==> src/rtl/core/dstwr_pkg.sv <==
// ----------------------------------------------------------------------------
// ds-twr responder package
// shared codes and constants for the ranging responder
// ----------------------------------------------------------------------------
`default_nettype none
package dstwr_pkg;
  localparam logic [1:0] MODE_TICK    = 2'd0;
  localparam logic [1:0] MODE_TXDONE  = 2'd1;
  localparam logic [1:0] MODE_RX      = 2'd2;
  localparam logic [1:0] MODE_REFUSED = 2'd3;

  localparam logic [1:0] ACT_SYNC  = 2'd0;
  localparam logic [1:0] ACT_RESP  = 2'd1;
  localparam logic [1:0] ACT_RANGE = 2'd2;
  localparam logic [1:0] ACT_ERROR = 2'd3;

  localparam logic [2:0] ERR_NONE    = 3'd0;
  localparam logic [2:0] ERR_TIMEOUT = 3'd1;
  localparam logic [2:0] ERR_LENGTH  = 3'd2;
  localparam logic [2:0] ERR_STS     = 3'd3;
  localparam logic [2:0] ERR_CODE    = 3'd4;
  localparam logic [2:0] ERR_SEQ     = 3'd5;
  localparam logic [2:0] ERR_REFUSED = 3'd6;

  localparam logic [2:0] REG_REPLY_DELAY  = 3'd0;
  localparam logic [2:0] REG_TIMEOUT      = 3'd1;
  localparam logic [2:0] REG_POLL_LENGTH  = 3'd2;
  localparam logic [2:0] REG_FINAL_LENGTH = 3'd3;
  localparam logic [2:0] REG_POLL_CODE    = 3'd4;
  localparam logic [2:0] REG_FINAL_CODE   = 3'd5;

  localparam logic [1:0] PH_SYNC  = 2'd0;
  localparam logic [1:0] PH_POLL  = 2'd1;
  localparam logic [1:0] PH_FINAL = 2'd2;

  localparam logic [31:0] RANGE_SCALE = 32'd19647198;
endpackage
`default_nettype wire

==> src/rtl/core/ds_twr_ranging_responder_unit.sv <==
// ----------------------------------------------------------------------------
// ds-twr ranging responder
// tag side of an asymmetric double-sided two-way ranging exchange
// ----------------------------------------------------------------------------
// sync and error results are registered straight to the output; the delayed
//   response passes through S_MUL first. a range result takes a difference step
//   and 8 product steps on one shared 32x32 multiplier, then 128 restoring division
//   steps on one shared 65-bit subtractor, one bit a cycle (fewer on early saturation).
// throughput: one event at a time; in_ready drops until the result is taken.
// reset: asynchronous active low; control registers load their documented values, datapath registers are not reset.
`default_nettype none
module ds_twr_ranging_responder_unit
  import dstwr_pkg::*;
(
  input  wire logic        clk_i,
  input  wire logic        rst_ni,
  input  wire logic        cfg_valid_i,
  output logic             cfg_ready_o,
  input  wire logic [2:0]  cfg_index_i,
  input  wire logic [39:0] cfg_data_i,
  input  wire logic        in_valid_i,
  output logic             in_ready_o,
  input  wire logic [1:0]  mode_i,
  input  wire logic [6:0]  frame_length_i,
  input  wire logic        sts_good_i,
  input  wire logic [7:0]  function_code_i,
  input  wire logic [7:0]  seq_in_i,
  input  wire logic [39:0] event_time_i,
  input  wire logic [39:0] remote_round_i,
  input  wire logic [39:0] remote_reply_i,
  output logic             out_valid_o,
  input  wire logic        out_ready_i,
  output logic [1:0]       action_o,
  output logic [7:0]       seq_out_o,
  output logic [31:0]      tx_time_o,
  output logic [2:0]       error_code_o,
  output logic [31:0]      distance_mm_o,
  output logic [63:0]      local_reply_o,
  output logic [63:0]      local_round_o
);
  localparam logic [2:0] S_IDLE = 3'd0;
  localparam logic [2:0] S_MUL  = 3'd1;
  localparam logic [2:0] S_DIV  = 3'd2;
  localparam logic [2:0] S_OUT  = 3'd3;

  logic [39:0] reply_delay_q;
  logic [15:0] timeout_q;
  logic [6:0]  poll_len_q, final_len_q;
  logic [7:0]  poll_code_q, final_code_q;

  logic [1:0]  phase_q;
  logic [7:0]  next_seq_q;
  logic        tx_seen_q, rx_acc_q;
  logic [39:0] poll_t_q, resp_t_q, final_t_q, hround_q, hreply_q;
  logic [15:0] ticks_q;

  logic [2:0]  st_q;
  logic [3:0]  mstep_q;
  logic [6:0]  dcnt_q;
  logic [63:0] treply_q, tround_q;
  logic [63:0] s_q, den_q, rem_q;
  logic [127:0] num_q;
  logic [31:0] quo_q;

  logic [1:0]  act_q;
  logic [7:0]  seqo_q;
  logic [31:0] txt_q, dist_q;
  logic [2:0]  err_q;

  assign cfg_ready_o   = (st_q == S_IDLE);
  assign in_ready_o    = (st_q == S_IDLE);
  assign out_valid_o   = (st_q == S_OUT);
  assign action_o      = act_q;
  assign seq_out_o     = seqo_q;
  assign tx_time_o     = txt_q;
  assign error_code_o  = err_q;
  assign distance_mm_o = dist_q;
  assign local_reply_o = (act_q == ACT_RANGE) ? treply_q : 64'd0;
  assign local_round_o = (act_q == ACT_RANGE) ? tround_q : 64'd0;

  // event decode
  logic        in_fire, fw, frame_ok;
  logic [2:0]  ferr;
  logic [15:0] ticks_inc;
  always_comb begin
    in_fire   = in_valid_i && in_ready_o;
    fw        = (phase_q == PH_FINAL);
    ticks_inc = (ticks_q == 16'hFFFF) ? ticks_q : ticks_q + 16'd1;
    priority if (frame_length_i != (fw ? final_len_q : poll_len_q)) ferr = ERR_LENGTH;
    else if (!sts_good_i) ferr = ERR_STS;
    else if (function_code_i != (fw ? final_code_q : poll_code_q)) ferr = ERR_CODE;
    else if (seq_in_i != next_seq_q) ferr = ERR_SEQ;
    else ferr = ERR_NONE;
    frame_ok = (ferr == ERR_NONE);
  end

  logic [64:0] rsh;
  logic [64:0] rdiff;
  always_comb begin
    rsh   = {rem_q, num_q[127]};
    rdiff = rsh - {1'b0, den_q};
  end

  logic [39:0] delay_sum;
  assign delay_sum = poll_t_q + reply_delay_q;

  always_ff @(posedge clk_i or negedge rst_ni) begin
    if (!rst_ni) begin
      reply_delay_q <= 40'd6389800000;
      timeout_q     <= 16'd1000;
      poll_len_q    <= 7'd12;
      final_len_q   <= 7'd22;
      poll_code_q   <= 8'h21;
      final_code_q  <= 8'h23;
      phase_q  <= PH_SYNC;
      next_seq_q <= '0;
      tx_seen_q <= 1'b0;
      rx_acc_q  <= 1'b0;
      poll_t_q <= '0; resp_t_q <= '0; final_t_q <= '0;
      hround_q <= '0; hreply_q <= '0;
      ticks_q  <= '0;
      st_q     <= S_IDLE;
      mstep_q  <= '0;
      dcnt_q   <= '0;
      act_q <= '0; seqo_q <= '0; txt_q <= '0; err_q <= '0; dist_q <= '0;
    end else begin
      if (cfg_valid_i && cfg_ready_o) begin
        unique case (cfg_index_i)
          REG_REPLY_DELAY:  reply_delay_q <= cfg_data_i;
          REG_TIMEOUT:      timeout_q     <= cfg_data_i[15:0];
          REG_POLL_LENGTH:  poll_len_q    <= cfg_data_i[6:0];
          REG_FINAL_LENGTH: final_len_q   <= cfg_data_i[6:0];
          REG_POLL_CODE:    poll_code_q   <= cfg_data_i[7:0];
          REG_FINAL_CODE:   final_code_q  <= cfg_data_i[7:0];
          default: ;
        endcase
      end
      unique case (st_q)
        S_IDLE: begin
          if (in_fire) begin
            act_q <= ACT_ERROR; seqo_q <= '0; txt_q <= '0; dist_q <= '0;
            err_q <= ERR_NONE;
            if (phase_q != PH_POLL && phase_q != PH_FINAL) begin
              act_q <= ACT_SYNC; seqo_q <= next_seq_q;
              next_seq_q <= next_seq_q + 8'd1;
              ticks_q <= '0; tx_seen_q <= 1'b0; rx_acc_q <= 1'b0;
              phase_q <= PH_POLL; st_q <= S_OUT;
            end else if (mode_i == MODE_TICK) begin
              ticks_q <= ticks_inc;
              if (ticks_inc > timeout_q) begin
                phase_q <= PH_SYNC; tx_seen_q <= 1'b0; rx_acc_q <= 1'b0;
                poll_t_q <= '0; resp_t_q <= '0; final_t_q <= '0;
                err_q <= ERR_TIMEOUT; st_q <= S_OUT;
              end
            end else if (mode_i == MODE_REFUSED) begin
              phase_q <= PH_SYNC; tx_seen_q <= 1'b0; rx_acc_q <= 1'b0;
              err_q <= ERR_REFUSED; st_q <= S_OUT;
            end else if (mode_i == MODE_RX && !frame_ok) begin
              phase_q <= PH_SYNC; tx_seen_q <= 1'b0; rx_acc_q <= 1'b0;
              err_q <= ferr; st_q <= S_OUT;
            end else begin
              if (mode_i == MODE_TXDONE) begin
                tx_seen_q <= 1'b1;
                if (fw) resp_t_q <= event_time_i;
              end else begin
                if (fw) begin
                  final_t_q <= event_time_i;
                  hround_q <= remote_round_i; hreply_q <= remote_reply_i;
                end else poll_t_q <= event_time_i;
                next_seq_q <= next_seq_q + 8'd1;
                rx_acc_q <= 1'b1;
              end
              // once transmit-done and a good frame have both been seen, move on to S_MUL
              if ((tx_seen_q || mode_i == MODE_TXDONE) &&
                  (rx_acc_q || mode_i == MODE_RX)) begin
                st_q <= S_MUL; mstep_q <= '0;
                dcnt_q <= 7'd127;
              end
            end
          end
        end
        S_MUL: begin
          if (phase_q == PH_POLL) begin
            act_q <= ACT_RESP; seqo_q <= next_seq_q;
            txt_q <= delay_sum[39:8] ;
            next_seq_q <= next_seq_q + 8'd1;
            tx_seen_q <= 1'b0; rx_acc_q <= 1'b0;
            phase_q <= PH_FINAL; st_q <= S_OUT;
          end else begin
            mstep_q <= mstep_q + 4'd1;
            if (mstep_q == 4'd8) begin
              act_q <= ACT_RANGE;
              phase_q <= PH_SYNC; tx_seen_q <= 1'b0; rx_acc_q <= 1'b0;
              if (den_q == 64'd0) begin
                dist_q <= 32'hFFFF_FFFF; st_q <= S_OUT;
              end else st_q <= S_DIV;
            end
          end
        end
        S_DIV: begin
          dcnt_q <= dcnt_q - 7'd1;
          if (!(rdiff[64] == 1'b1 && rsh[64] == 1'b0) && dcnt_q >= 7'd32) begin
            dist_q <= 32'hFFFF_FFFF; st_q <= S_OUT;
          end else if (dcnt_q == 7'd0) begin
            dist_q <= (rsh[64] || !rdiff[64]) ? (quo_q << 1) | 32'd1 : (quo_q << 1);
            st_q <= S_OUT;
          end
        end
        default: begin
          if (out_ready_i) st_q <= S_IDLE;
        end
      endcase
    end
  end

  // datapath registers without reset
  always_ff @(posedge clk_i) begin
    if (st_q == S_IDLE) begin
      quo_q <= '0;
      rem_q <= '0;
      treply_q <= '0;
      tround_q <= '0;
    end
    if (st_q == S_MUL && phase_q == PH_FINAL && mstep_q == 4'd0) begin
      // times are settled now; form differences in the first step
      treply_q <= {24'd0, resp_t_q} - {24'd0, poll_t_q};
      tround_q <= {24'd0, final_t_q} - {24'd0, resp_t_q};
    end
    if (st_q == S_DIV) begin
      rem_q <= (rsh[64] || !rdiff[64]) ? rdiff[63:0] : rsh[63:0];
      quo_q <= (rsh[64] || !rdiff[64]) ? (quo_q << 1) | 32'd1 : (quo_q << 1);
    end
  end

  // multiply sequence: step 0 computes differences, steps 1..8 use the multiplier
  logic [63:0] mp;
  logic [31:0] ma, mb;
  always_comb begin
    unique case (mstep_q)
      4'd2: begin ma = {24'd0, hround_q[39:32]}; mb = tround_q[31:0]; end
      4'd3: begin ma = hround_q[31:0]; mb = tround_q[63:32]; end
      4'd4: begin ma = treply_q[31:0]; mb = hreply_q[31:0]; end
      4'd5: begin ma = treply_q[63:32]; mb = hreply_q[31:0]; end
      4'd6: begin ma = treply_q[31:0]; mb = {24'd0, hreply_q[39:32]}; end
      4'd7: begin ma = s_q[31:0]; mb = RANGE_SCALE; end
      4'd8: begin ma = s_q[63:32]; mb = RANGE_SCALE; end
      default: begin ma = hround_q[31:0]; mb = tround_q[31:0]; end
    endcase
  end
  assign mp = ma * mb;

  always_ff @(posedge clk_i) begin
    if (st_q == S_MUL && phase_q == PH_FINAL) begin
      unique case (mstep_q)
        4'd1: begin
          s_q   <= mp;
          den_q <= ({24'd0, hround_q} + tround_q + treply_q + {24'd0, hreply_q}) << 22;
        end
        4'd2: s_q <= s_q + {mp[31:0], 32'd0};
        4'd3: s_q <= s_q + {mp[31:0], 32'd0};
        4'd4: s_q <= s_q - mp;
        4'd5: s_q <= s_q - {mp[31:0], 32'd0};
        4'd6: s_q <= s_q - {mp[31:0], 32'd0};
        4'd7: num_q <= {64'd0, mp};
        4'd8: num_q <= num_q + {32'd0, mp, 32'd0};
        default: ;
      endcase
    end else if (st_q == S_DIV) begin
      num_q <= num_q << 1;
    end
  end

  property p_busy_no_ready;
    @(posedge clk_i) disable iff (!rst_ni) (st_q == S_DIV) |-> !in_ready_o;
  endproperty
  a_busy_no_ready: assert property (p_busy_no_ready)
    else $error("ready high during division");

  a_out_hold: assert property (@(posedge clk_i) disable iff (!rst_ni)
    (out_valid_o && !out_ready_i) |=> (out_valid_o && $stable(dist_q)))
    else $error("result changed while stalled");

  a_err_range: assert property (@(posedge clk_i) disable iff (!rst_ni)
    (out_valid_o && act_q == ACT_ERROR) |-> (err_q != ERR_NONE))
    else $error("error result without code");
endmodule
`default_nettype wire

==> config.mk <==
export PLATFORM = sky130hd
export DESIGN_NAME = ds_twr_ranging_responder_unit
export DESIGN_NICKNAME = d
export VERILOG_FILES = /design/src/rtl/core/dstwr_pkg.sv /design/src/rtl/core/ds_twr_ranging_responder_unit.sv
export SDC_FILE = /design/constraint.sdc
export NUM_CORES = 2
export LEC_CHECK = 0
export ABC_AREA = 1
export BUFFER_PORTS_ARGS = -buffer_cell sky130_fd_sc_hd__buf_2
export CAP_MARGIN = 30
export CELL_PAD_IN_SITES_DETAIL_PLACEMENT = 2
export CELL_PAD_IN_SITES_GLOBAL_PLACEMENT = 2
export CORE_UTILIZATION = 42
export CTS_BUF_LIST = sky130_fd_sc_hd__clkbuf_8
export DETAILED_ROUTE_END_ITERATION = 8
export MAX_ROUTING_LAYER = met4
export PLACE_DENSITY = 0.88
export REMOVE_ABC_BUFFERS = 1
export SLEW_MARGIN = 20
export SYNTH_ARGS = -nofsm -noshare
export SYNTH_HDL_FRONTEND = slang
export SYNTH_SLANG_ARGS = --single-unit
==> constraint.sdc <==
create_clock -name clk_i -period 19.45 [get_ports clk_i]
set_clock_uncertainty 0.15 [all_clocks]
set_input_delay 5.835 -clock clk_i [delete_from_list [all_inputs] [get_ports clk_i]]
set_output_delay 5.835 -clock clk_i [all_outputs]
set_load 0.05 [all_outputs]
==> results_dict.tcl, run 1 <==
set metrics [dict create \
    status "stopped before the end" \
    stop_stage "5_1_grt" \
    firstError "[ERROR GRT-0232] Routing congestion too high. Check the congestion heatmap in the GUI." \
    synth-adder-area-share_pct 29.32 \
    synth_mux_area_share_pct 1.245 \
    hpwl_microns 410300 \
    cts_resized 0 \
    synthCells 12390 \
    yosys_warnings 0 \
    synth_top_family_by_area "adder cells" \
    gp_congestion 1.027 \
    pin_count 402 \
    synth-xor-area-share_pct 2.027 \
    start_util_pct 42.28 \
    post-place-cells 15550 \
    rows 174 \
    cts_sinks 815 \
    synth_edf_count 411 \
    ys_top_cells_by_area "fa_1, edfxtp_1, nand2_1" \
    cts_max_level 4 \
    yosysUniqueCellTypes 65 \
    clock_path_buffers 3 \
    post_cts_buffers 0 \
    yosysMostFrequentCell "nand2_1" \
    pre_cts_ws_ns 4.327 \
    grt_max_degree 148 \
    hold_buffers 0 \
    grt_remaining_overflow 131 \
    synth_commonest_cells "nand2_1, inv_1, nor2_1" \
    synth-simple-area-share_pct 19.70 \
    async_flop_share_pct 49.57 \
    synth_area_leader_cell "fa_1" \
    port_buffers 401 \
    synth-compound-area-share_pct 12.42 \
    syn_area_sq_um 94980 \
    ys_seq_area_share_pct 23.68 \
    die_y_microns 477.6 \
    grt.total_usage_pct 70.24 \
    clockRootBuffer "clkbuf_8" \
    ys.flop_type "edfxtp_1" \
    synth_top_area_share_pct 20.72 \
    die_x_microns 477.6 \
    antenna_found_initial 86 \
    cts-buffers-inserted 162 \
    place_area_sq_um 100600 \
    avgSynthCellArea_sq_um 7.667 \
    ys_ff_latch 815 \
]
## cells by family after synthesis
group | count (synthesis)
AOI/OAI and AO/OA | 2099
buffers and inverters | 2875
and+or+nand+nor | 4639
adders and majority gates | 1636
xor gates and xnor gates | 219
muxes | 105
DFF | 815
## layer usage
metal  GRT overflow  track usage (%)
met1              2            73.36
met2             71            86.66
met3              7            50.38
met4             51            59.09
met5              -                -
## through the flow
step           hold slack, ns  setup TNS [ns]
2_1_floorplan          0.3030         -158.71
3_3_place_gp           0.3116               0
3_5_place_dp           0.3115               0
4_1_cts                0.3415               0
==> inputs of run 2 (changes only) <==
--- a/config.mk
+++ b/config.mk
@@ -8,13 +8,9 @@
 export ABC_AREA = 1
 export BUFFER_PORTS_ARGS = -buffer_cell sky130_fd_sc_hd__buf_2
 export CAP_MARGIN = 30
-export CELL_PAD_IN_SITES_DETAIL_PLACEMENT = 2
-export CELL_PAD_IN_SITES_GLOBAL_PLACEMENT = 2
-export CORE_UTILIZATION = 42
-export CTS_BUF_LIST = sky130_fd_sc_hd__clkbuf_8
+export CORE_UTILIZATION = 35
 export DETAILED_ROUTE_END_ITERATION = 8
-export MAX_ROUTING_LAYER = met4
-export PLACE_DENSITY = 0.88
+export PLACE_DENSITY_LB_ADDON = 0.15
 export REMOVE_ABC_BUFFERS = 1
 export SLEW_MARGIN = 20
 export SYNTH_ARGS = -nofsm -noshare
==> results_dict.tcl, run 2 <==
set metrics [dict create \
    largest_register_ffs 128 \
    yosys_warnings 0 \
    max_slew_margin_pct 26.97 \
    regMostFlops "num_q" \
    drv_slew 0 \
    final_hold_viol_count 0 \
    fp.dieArea_sq_um 273500 \
    worstSkewPairLatency_ns 0.83 \
    grt_pass1_wl_microns 587100 \
    holdCritPathClass "reg -> reg" \
    ys.flop_type "edfxtp_1" \
    cpPeakStageDelay_ns 1.00 \
    grt_max_degree 109 \
    antenna_found_initial 37 \
    port_buffers 401 \
    pin_count 402 \
    cts-buffers-inserted 105 \
    synth_edf_count 411 \
    min_period_over_period_pct 73.77 \
    critical_path.endpoint_type "register" \
    synth_commonest_cells "nand2_1, inv_1, nor2_1" \
    synth_top_area_share_pct 20.72 \
    multiInputGateArea_sq_um 61670 \
    cts_max_level 3 \
    synth_area_leader_cell "fa_1" \
    largestRegisters "num_q (128), rem_q (64), s_q (64)" \
    setup_viol 0 \
    syn2layout_area_growth_pct 10.94 \
    cts_tree "done" \
    worstPathMaxFanout 44 \
    fill_cells 28120 \
    start_util_pct 35.33 \
    crit_top_cell "inv_1" \
    syn_area_sq_um 94980 \
    final_common_cell "nand2_1" \
    required_ns 19.82 \
    drc 0 \
    clkSlewWorstSetupHoldPaths_ns 0.06 \
    viasPerCell 5.268 \
    status "finished, final reports clean" \
    hold_buffers 0 \
    antenna_left 0 \
    synthCells 12390 \
    clock_path_buffers 3 \
    rows 190 \
    seq_area_sq_um 22490 \
    drv_cap 0 \
    clockRootBuffer "clkbuf_16" \
    drtIter0Drc 7412 \
    cts_sinks 815 \
    yosysUniqueCellTypes 65 \
    nets 14510 \
    drt-total-wl_microns 401500 \
    gp_congestion 0.9898 \
    ys_top_cells_by_area "fa_1, edfxtp_1, nand2_1" \
    vias 86100 \
    post_drt_wl_per_cell_microns 24.57 \
    min_period_ns 14.35 \
    die_x_microns 522.9 \
    grt_remaining_overflow 0 \
    post_cts_buffers 0 \
    hpwl_microns 331000 \
    rsz0062_at_grt "no" \
    first_pass_iters 6 \
    grt.total_usage_pct 29.23 \
    fmax_mhz 69.70 \
    crit_type "reg -> reg" \
    yosysMostFrequentCell "nand2_1" \
    ys_ff_latch 815 \
    cts_resized 0 \
    first_global_vias 87390 \
    die_y_microns 522.9 \
    final_cell_mix "nand2_1, inv_1, nor2_1" \
    async_flop_share_pct 49.57 \
    drive_above_1_share_pct 8.260 \
    crit_slowest_cell "clkinv_1" \
    critPathArrivalTime_ns 14.71 \
    whs_ns 0.3228 \
    core_sq_um 268900 \
    ys_seq_area_share_pct 23.68 \
    start_kind "register" \
    tightest_slew_ns 1.092 \
    avgSynthCellArea_sq_um 7.667 \
]
-- run 2: worst paths after layout --
check	from	endpoint	slack (ns)	depth (start not counted)
worst min-delay path	rem_q[1]	rem_q[2]	0.32	2
min in group asynchronous	rst_ni	ticks_q[6]	4.90	1
max in group asynchronous	rst_ni	hround_q[20]	12.20	3
worst min register to register	rem_q[1]	rem_q[2]	0.32	2
worst max register to register	mstep_q[0]	num_q[115]	5.10	51
worst max-delay path	mstep_q[0]	num_q[115]	5.10	51
-- run 2: cell type report --
class,instances,area share [%]
flip-flops and latches,815,21.34
repair buffers,575,3.356
multi-input cells,8698,58.53
diodes,19,0.04512
inverters,2486,8.858
clock inverters,76,0.9463
clock buffers,123,2.707
well taps,3552,4.218
-- run 2: stage by stage --
stage	utilization [%]	TNS [ns]	instances	cell area (sq um)	worst slack (ns)
after global placement	37.61	0	16110	101100	5.392
final	39.19	0	16340	105400	5.103
after floorplan	-	-158.71	12000	93280	-3.306
after detailed placement	37.66	0	16120	101300	5.274
after CTS	39.10	0	16310	105100	5.218
after global routing	39.18	0	16340	105400	4.485
-- run 2: logic make-up after synthesis --
| group | after synthesis | synth area share (%) |
|---|---|---|
| simple gates | 4639 | 19.70 |
| buf+inv | 2875 | 11.61 |
| compound gates | 2099 | 12.42 |
| fa+ha+maj | 1636 | 29.32 |
| flops | 815 | 23.68 |
| xor+xnor | 219 | 2.027 |
| mux | 105 | 1.245 |
-- run 2: per-layer routing --
metal | up-vias | GRT usage (%) | share of wire (%)
met1 | 42650 | 39.16 | 44
met2 | 3082 | 47.48 | 46
met4 | 8 | 11.22 | 4.3
met5 | - | 0 | 0.014
li1 | 39730 | - | -
met3 | 641 | 4.289 | 6.5
-- run 2: worst max-delay path, delay by kind of cell, from the launching register on --
family,cells,cell delay [ns]
AOI/OAI and AO/OA,4,0.78
xor gates and xnor gates,1,0.55
adders and majority gates,11,4.79
buffers and inverters,16,3.10
DFF,1,0.41
and+or+nand+nor,19,4.25
Power of run 2 is not shown: default switching activity piles up to over one toggle a cycle in this logic, so the estimate is an artifact.
